[src/hw/rtl/bgis_pkg.sv]
// Package with the types and constants shared by the gap insertion sorter.
`default_nettype none
package bgis_pkg;
    localparam int DEPTH    = 64;
    localparam int KEY_BITS = 32;
    localparam int ADDR_W   = $clog2(DEPTH);
    localparam int CNT_W    = $clog2(DEPTH + 1);

    typedef struct packed {
        logic [KEY_BITS-1:0] key;
        logic                is_last;
    } in_item_t;

    typedef struct packed {
        logic [KEY_BITS-1:0] sorted_key;
        logic                end_of_run;
        logic                overflow;
    } out_item_t;

    typedef enum logic [2:0] {
        ST_LOAD,
        ST_FETCH,
        ST_HOLD,
        ST_CMP,
        ST_PLACE,
        ST_EMIT_RD,
        ST_EMIT_LD,
        ST_EMIT_WAIT
    } state_t;

    function automatic logic key_less(input logic [KEY_BITS-1:0] x,
                                      input logic [KEY_BITS-1:0] y,
                                      input logic                sgn);
        logic [KEY_BITS-1:0] xa;
        logic [KEY_BITS-1:0] ya;
        begin
            xa = x ^ {sgn, {(KEY_BITS-1){1'b0}}};
            ya = y ^ {sgn, {(KEY_BITS-1){1'b0}}};
            return xa < ya;
        end
    endfunction
endpackage
`default_nettype wire

[src/hw/rtl/bgis_ram.sv]
// Single-port-write, registered-read memory holding the keys of one set.
`default_nettype none
module bgis_ram #(
    parameter int WIDTH   = 32,
    parameter int ENTRIES = 64,
    parameter int AW      = $clog2(ENTRIES)
) (
    input  wire logic             clk,
    input  wire logic             we,
    input  wire logic [AW-1:0]    waddr,
    input  wire logic [WIDTH-1:0] wdata,
    input  wire logic [AW-1:0]    raddr,
    output logic      [WIDTH-1:0] rdata
);
    logic [WIDTH-1:0] mem [ENTRIES];

    always_ff @(posedge clk)
    begin
        if (we)
        begin
            mem[waddr] <= wdata;
        end
        rdata <= mem[raddr];
    end
endmodule
`default_nettype wire

[src/hw/rtl/block_gap_insertion_sorter.sv]
// Top level of the key sorter: load control, insertion sort sequencer and emission.
//
//  Channel  | Signals                       | Direction
//  input    | in_valid, in_ready, in_data   | keys in, is_last closes a set
//  output   | out_valid, out_ready, out_data| sorted keys, ascending
//  config   | cfg_we, cfg_wdata             | compare_signed
//
// Keys load at one per cycle while in the load state. After the last key the set
// of n keys is sorted in place by insertion sort through the one memory read port:
// each key is fetched, held and compared, each element move adds a compare, and a
// key reaching the front adds a place step. Results stall while out_ready is low.
// Reset clears the counters and state; the memory is not cleared.
`default_nettype none
module block_gap_insertion_sorter (
    input  wire logic              clk,
    input  wire logic              rst_n,
    input  wire logic              in_valid,
    output logic                   in_ready,
    input  wire bgis_pkg::in_item_t  in_data,
    output logic                   out_valid,
    input  wire logic              out_ready,
    output bgis_pkg::out_item_t    out_data,
    input  wire logic              cfg_we,
    input  wire logic              cfg_wdata
);
    import bgis_pkg::*;

    state_t              state_reg, state_next;
    logic [CNT_W-1:0]    count_reg, count_next;
    logic                drop_reg, drop_next;
    logic [CNT_W-1:0]    b_reg, b_next;
    logic [ADDR_W-1:0]   c_reg, c_next;
    logic [KEY_BITS-1:0] held_reg, held_next;
    logic                sgn_reg;
    logic                ov_reg, ov_next;
    out_item_t           out_reg, out_next;

    logic                we;
    logic [ADDR_W-1:0]   waddr, raddr;
    logic [KEY_BITS-1:0] wdata, rdata;

    bgis_ram #(.WIDTH(KEY_BITS), .ENTRIES(DEPTH)) u_ram (
        .clk  (clk),
        .we   (we),
        .waddr(waddr),
        .wdata(wdata),
        .raddr(raddr),
        .rdata(rdata)
    );

    always_ff @(posedge clk or negedge rst_n)
    begin
        if (!rst_n)
        begin
            state_reg <= ST_LOAD;
            count_reg <= '0;
            drop_reg  <= 1'b0;
            b_reg     <= '0;
            c_reg     <= '0;
            sgn_reg   <= 1'b0;
            ov_reg    <= 1'b0;
        end
        else
        begin
            state_reg <= state_next;
            count_reg <= count_next;
            drop_reg  <= drop_next;
            b_reg     <= b_next;
            c_reg     <= c_next;
            ov_reg    <= ov_next;
            if (cfg_we)
            begin
                sgn_reg <= cfg_wdata;
            end
        end
    end

    always_ff @(posedge clk)
    begin
        held_reg <= held_next;
        out_reg  <= out_next;
    end

    always_comb
    begin
        state_next = state_reg;
        count_next = count_reg;
        drop_next  = drop_reg;
        b_next     = b_reg;
        c_next     = c_reg;
        held_next  = held_reg;
        ov_next    = ov_reg;
        out_next   = out_reg;
        we         = 1'b0;
        waddr      = c_reg;
        wdata      = held_reg;
        raddr      = c_reg - ADDR_W'(1);
        in_ready   = 1'b0;
        out_valid  = 1'b0;
        unique case (state_reg)
            ST_LOAD:
            begin
                in_ready = 1'b1;
                if (in_valid)
                begin
                    if (count_reg < CNT_W'(DEPTH))
                    begin
                        we         = 1'b1;
                        waddr      = count_reg[ADDR_W-1:0];
                        wdata      = in_data.key;
                        count_next = count_reg + CNT_W'(1);
                    end
                    else
                    begin
                        drop_next = 1'b1;
                    end
                    if (in_data.is_last)
                    begin
                        b_next     = CNT_W'(1);
                        state_next = ST_FETCH;
                    end
                end
            end
            ST_FETCH:
            begin
                raddr = b_reg[ADDR_W-1:0];
                c_next = b_reg[ADDR_W-1:0];
                if (b_reg >= count_reg)
                begin
                    b_next     = '0;
                    ov_next    = drop_reg;
                    state_next = ST_EMIT_RD;
                end
                else
                begin
                    state_next = ST_HOLD;
                end
            end
            ST_HOLD:
            begin
                held_next  = rdata;
                state_next = ST_CMP;
            end
            ST_CMP:
            begin
                we = 1'b1;
                if (key_less(held_reg, rdata, sgn_reg))
                begin
                    wdata  = rdata;
                    c_next = c_reg - ADDR_W'(1);
                    raddr  = c_reg - ADDR_W'(2);
                    if (c_reg == ADDR_W'(1))
                    begin
                        state_next = ST_PLACE;
                    end
                end
                else
                begin
                    b_next     = b_reg + CNT_W'(1);
                    state_next = ST_FETCH;
                end
            end
            ST_PLACE:
            begin
                we         = 1'b1;
                b_next     = b_reg + CNT_W'(1);
                state_next = ST_FETCH;
            end
            ST_EMIT_RD:
            begin
                raddr      = b_reg[ADDR_W-1:0];
                state_next = ST_EMIT_LD;
            end
            ST_EMIT_LD:
            begin
                out_next.sorted_key = rdata;
                out_next.end_of_run = (b_reg + CNT_W'(1)) == count_reg;
                out_next.overflow   = ov_reg;
                state_next          = ST_EMIT_WAIT;
            end
            ST_EMIT_WAIT:
            begin
                out_valid = 1'b1;
                if (out_ready)
                begin
                    if (out_reg.end_of_run)
                    begin
                        count_next = '0;
                        drop_next  = 1'b0;
                        state_next = ST_LOAD;
                    end
                    else
                    begin
                        b_next     = b_reg + CNT_W'(1);
                        state_next = ST_EMIT_RD;
                    end
                end
            end
            default:
            begin
                state_next = ST_LOAD;
            end
        endcase
    end

    assign out_data = out_reg;

    a_count_range: assert property (@(posedge clk) disable iff (!rst_n)
        count_reg <= CNT_W'(DEPTH))
        else $error("Key count exceeds capacity.");
    a_no_overlap: assert property (@(posedge clk) disable iff (!rst_n)
        !(in_ready && out_valid))
        else $error("Loading and emitting at once.");
    a_emit_nonempty: assert property (@(posedge clk) disable iff (!rst_n)
        out_valid |-> count_reg != '0)
        else $error("Result offered from an empty set.");
    a_last_clears: assert property (@(posedge clk) disable iff (!rst_n)
        (out_valid && out_ready && out_data.end_of_run) |=> (count_reg == '0 && in_ready))
        else $error("Set not cleared after the final transfer.");
endmodule
`default_nettype wire

[config.mk]
export PLATFORM = sky130hd
export DESIGN_NAME = block_gap_insertion_sorter
export DESIGN_NICKNAME = d
export VERILOG_FILES = /design/src/hw/rtl/bgis_pkg.sv /design/src/hw/rtl/bgis_ram.sv /design/src/hw/rtl/block_gap_insertion_sorter.sv
export SDC_FILE = /design/constraint.sdc
export NUM_CORES = 2
export LEC_CHECK = 0
export ABC_CLOCK_PERIOD_IN_PS = 6800
export BUFFER_PORTS_ARGS = -buffer_cell sky130_fd_sc_hd__buf_4
export CORE_ASPECT_RATIO = 1.4
export CORE_UTILIZATION = 58
export DETAILED_ROUTE_END_ITERATION = 10
export PLACE_DENSITY = 0.76
export SYNTH_ARGS = -nofsm -noshare
export SYNTH_HDL_FRONTEND = slang
export SYNTH_HIERARCHICAL = 1
export SYNTH_SLANG_ARGS = --single-unit
[constraint.sdc]
create_clock -name clk -period 6.8 [get_ports clk]
set_input_delay 1.02 -clock clk [delete_from_list [all_inputs] [get_ports clk]]
set_output_delay 1.02 -clock clk [all_outputs]
set_load 0.01 [all_outputs]
## Word level (Yosys, flattened, before mapping)

Memories as Yosys holds them, arrays and structs flattened. A register that Yosys moved wholly into a read port is not among the register bits.
Index checks and enable logic that the tools add are counted.
W data, S select, Z words.

- Register bits: 92
- Bits in writable memories: 2048
- Input bits: 39
- Output and inout port bits: 36
- Word-level logic and storage cells: 96
- Memories kept: 1

Memory list:

| name | words | bits a word | read ports | clocked after memory_dff | wr ports | RTL line | text |
|---|---|---|---|---|---|---|---|
| u_ram.mem | 64 | 32 | 1 | 1 | 1 | bgis_ram.sv:15 | `logic [WIDTH-1:0] mem [ENTRIES];` |

- Add/sub/neg operators: 4
- Order comparisons: 3
- Equal/unequal tests: 20
- Mux-type cells: 43
- Bitwise logic cells: 2
- Reductions and logical operators: 12

Operator list:

| operator | count |
|---|---|
| $mux W32 | 3 |
| $mux W7 | 10 |
| $pmux W32 S2 | 1 |
| $xor A32 B32 Y32 | 2 |
| $pmux W7 S5 | 1 |
| $lt A32 B32 Y1 | 1 |
| $mux W6 | 5 |
| $pmux W3 S8 | 1 |
| $pmux W6 S2 | 2 |
| $mux W3 | 7 |
| $ne A2 B2 Y1 const B | 10 |
| $add A7 B1 Y7 const B | 2 |
| $pmux W7 S2 | 1 |
| $eq A3 B3 Y1 const B | 4 |
| $mux W1 | 10 |
| $reduce_and A5 Y1 | 2 |
| $eq A7 B7 Y1 | 1 |
| $ge A7 B7 Y1 | 1 |
| $lt A7 B7 Y1 const B | 1 |
| $reduce_and A7 Y1 | 1 |
| $eq A3 B2 Y1 const B | 2 |
| $eq A6 B1 Y1 const B | 1 |
| $sub A6 B1 Y6 const B | 1 |
| $sub A6 B2 Y6 const B | 1 |
| 9 further kinds | 13 |

## Depth between registers and ports, before layout

- Word-level depth: 6
- Gate-level depth with buffers: 20
- Depth with buffers taken out: 14

## By module

Netlist, hierarchy kept.

By module, submodules not included:

| module | instances | cells each | area each (sq um) | seq. area each (sq um) |
|---|---|---|---|---|
| bgis_ram | 1 | 3324 | 78515.3 | 62139.6 |
| block_gap_insertion_sorter | 1 | 519 | 5515.3 | 2632.5 |

## Worst setup path after synthesis

OpenSTA, ideal clock, no wires.

- Kind: input to register
- Start point: input port in_valid
- End point: memory u_ram.mem[49][0], enable pin
- Library setup time: 461 ps
- Data arrival time: 4624 ps
- Data required time: 6339 ps
- Path slack: 1715 ps
- Stages on the path: 8
- Path buffers: 2
- Path through: nor2b_1 and2_1 buf_2 mux2_2 clkbuf_1 nor2b_1 nand4_1 nor3_1

- Elaborated cells on any way between the ends: 6
- Classes of those cells: mux: 6

RTL lines:

| element | RTL line | text |
|---|---|---|
| start: declaration | block_gap_insertion_sorter.sv:17 | `input wire logic in_valid,` |
| $mux W6 | block_gap_insertion_sorter.sv:104 | `if (in_valid)` |
| $mux W6 | block_gap_insertion_sorter.sv:100 | `unique case (state_reg)` |
| named net waddr[3] | block_gap_insertion_sorter.sv:39 | `logic [ADDR_W-1:0] waddr, raddr;` |
| end: declaration | bgis_ram.sv:15 |  |

The timed path passes the listed nets, and every way through them passes these cells.

## Worst setup path after layout

- Start point: register u_ram.rdata[8] (read register of u_ram.mem)
- End point: register u_ram.rdata[27] (read register of u_ram.mem)

- Longest elaborated chain between the ends: 4

Ends and longest elaborated chain:

| element | RTL line | text |
|---|---|---|
| start: declaration | bgis_ram.sv:13 | `output logic [WIDTH-1:0] rdata` |
| $xor A32 B32 Y32 | bgis_pkg.sv:38 | `ya = y ^ {sgn, {(KEY_BITS-1){1'b0}}};` |
| $lt A32 B32 Y1 | bgis_pkg.sv:39 | `return xa < ya;` |
| $mux W6 | block_gap_insertion_sorter.sv:147 | `if (key_less(held_reg, rdata, sgn_reg))` |
| $pmux W6 S2 | block_gap_insertion_sorter.sv:100 |  |
| named net raddr[0] | block_gap_insertion_sorter.sv:39 |  |

The timed path passes the listed nets, and every way through them passes these cells.
A chain may end at the register's enable or synchronous reset.

==> results.md <==
- Status: completed
- Dominant register cell in the synthesized netlist: edfxtp_1
- 1st-pass router iterations: 6
- Post-synth top area share: 0.755
- Nets: approximately 4200
- CP max FO: 12
- Hold_buf cts: 0
- Slowest cell on crit path: nor2_4
- Pin count of the biggest net entering global routing: ~120
- Fmax: approximately 160 MHz
- Vias per inst: about 6.9
- Final Cell Area: 0.0943 mm2
- Share of layout cells above drive strength 1: 0.285
- Fin. Hold Viols: 0
- Synthesis-to-layout area growth: 12.2%
- Slew headroom: 0.0843
- Area leader, netlist: edfxtp_1
- Number of global-route vias before repair: between 40000 and 50000
- CP most frequent cell: buf_4
- First-pass GRT wire length: 304000 um
- Type of origin of the critical path: flop
- Crit path buffers/inverters: 4
- First DRT Iteration DRCs: 5794
- RSZ-0062 raised after global routing: false
- Starting Density: 0.587
- CTS tree: built
- Critical path class: reg2reg
- Final wirelength: 215000 um
- Biggest register: u_ram/mem
- Placed cell areas: between 0.08 and 0.09 mm2
- Die height: about 450 um
- Max_cap viols: 0
- Post-CTS Setup Inserts: 0
- Post-synth top cells: 2114 x edfxtp_1, 544 x mux4_2, 163 x nor2_1
- Total track usage: 0.298
- Io pins: between 70 and 80
- Reg-to-reg startpoint: u_ram/rdata[8]
- Critical Path RT: 7430 ps
- Vias after detailed routing: approximately 42000
- Non-Filler Instances: about 6000
- Clock insertion delay at the later pin of the skew report: about 820 ps
- Maximum clock path buffer count: 3
- Setup violators final: 0
- Drt wl/cell: between 30 and 40 um
- Worst Skew: ~34 ps
- Crit. Startpoint: u_ram/rdata[8]
- TNS Setup: 0 ps
- Die width: approximately 320 um
- R2r setup slk: roughly 520 ps
- Clk slew on worst S/H paths: 70 ps
- Number of max-slew violations in the final report: 0
- Antenna-violating nets left: 0
- Clock Sinks: 2172
- Core Area: 0.143 mm2
- Gate Count Post-Synth: ~3800
- Crit share post-route: 0.923
- Worst path max stage delay: between 1000 and 1500 ps
- GRT overflow: 0
- TritonCTS Buffers: 182
- Worst setup EP type: flop
- Top-count cell post-synth: edfxtp_1
- Worst path cell trace: inv_1 > ha_1 > a21o_1 > nand3_1 > a21oi_1 > o41a_2 > nor2_4 > mux2i_1 > nor2_4 > buf_4 > buf_4 > buf_4 > mux4_2 > mux4_2 > o22ai_1 > nor2_1
- Sequential share of the synthesized area: 0.771
- Post-layout minimum cycle time: 6280 ps
- Placed cells: approximately 5800
- Flip-flop count of the largest register after layout: slightly above 2000
- Row Count: roughly 160
- Largest cells by area after synthesis: edfxtp_1 76%, mux4_2 15%, mux2i_1 1.1%, dfrtp_1 0.77%, dfxtp_1 0.76%
- Initial antenna violation count: 7
- DRC viols: 0
- Ys Warns: 6
- Routability congestion estimate: slightly below 0.9
- HPWL after detailed placement: 130000 um
- Post-synth cell types: 67
- Mapped cell area: 0.0840 mm2
- Worst hold path class: in2async
- Post-synthesis average cell area: between 20 and 25 um2
- Post-synth EDFFs: roughly 2100
- CTS resizes: 0
- Synth Net Count: 3926
- WP data arrival: ~6900 ps
- Die area: ~0.15 mm2
- Clk root buf: clkbuf_16
- Synth Register Bits: approximately 2200
- Cell family with most CP delay: simple AND/OR/NAND/NOR gates
- Tightest Pin Transition: 1370 ps
- Synth async-reset ratio: 0.0120
- H-tree Lvls: 4
- IO buf count: 74
cells by family after synthesis:
group	after synthesis	share of synthesized area
DFF	2172	0.771
muxes	646	0.158
and+or+nand+nor	375	0.0211
xor gates and xnor gates	17	0.00177
buffers and inverters	259	0.0145
AOI/OAI and AO/OA	330	0.0272
adders and majority gates	44	0.00655
metal layers:
metal | track usage | up-vias | wire, um | share of wire
met1 | 0.367 | 22200 | 70800 | 0.33
met4 | 0.136 | 6 | 11600 | 0.054
met5 | 0 | - | 34 | 0.00016
met3 | 0.0570 | 558 | 21700 | 0.10
met2 | 0.512 | 2821 | 110000 | 0.51
li1 | - | 16700 | - | -
cell type report:
class / count / area, um2
Multi-Input combinational cell: 1412 / 18600
Inverter: 46 / 173
Sequential cell: 2172 / 64800
Clock buffer: 240 / 4990
Antenna cell: 3 / 7.51
Clock inverter: 99 / 1010
Fill cell: 8873 / 48900
Tap cell: 1909 / 2390
Timing Repair Buffer: 277 / 2340
worst paths after layout:
kind	depth (start not counted)	end
worst max-delay path	16	u_ram/rdata[27]
worst min-delay path	1	drop_reg
worst max register to register	16	u_ram/rdata[27]
worst min register to register	0	out_data[29]
max in group asynchronous	1	count_reg[6]
min in group clk	2	sgn_reg
metrics by stage:
stage / setup slack (ps) / utilization / hold WS (ps)
after CTS: 534 / 0.658 / 87.3
after floorplan: 1720 / - / 421
after global placement: 616 / 0.617 / 429
after global routing: 368 / 0.658 / 112
final: 521 / 0.659 / 106
after detailed placement: 552 / 0.617 / 442
cell usage in the layout (no fill, tap or decap), drive strengths merged, types with 8 or more instances in the layout:
cell / Yosys / routed
a221o: 32 / 32
bufinv: 0 / 18
ha: 44 / 44
and3: 8 / 8
clkinv: 0 / 66
nor2b: 19 / 19
inv: 46 / 50
mux4: 544 / 544
xnor2: 12 / 12
nand4: 13 / 13
o21ai: 26 / 26
edfxtp: 2114 / 2114
o22ai: 88 / 88
buf: 121 / 277
clkinvlp: 0 / 11
a311oi: 10 / 10
clkbuf: 92 / 240
nor3: 43 / 43
dfxtp: 32 / 32
o221ai: 29 / 29
nand2b: 14 / 14
nand3: 21 / 21
nor2: 166 / 166
mux2i: 96 / 96
a22oi: 15 / 15
a21oi: 83 / 83
dfrtp: 26 / 26
nand2: 59 / 59
Power is not shown: default switching activity piles up to over one toggle a cycle in this logic, so the estimate is an artifact.
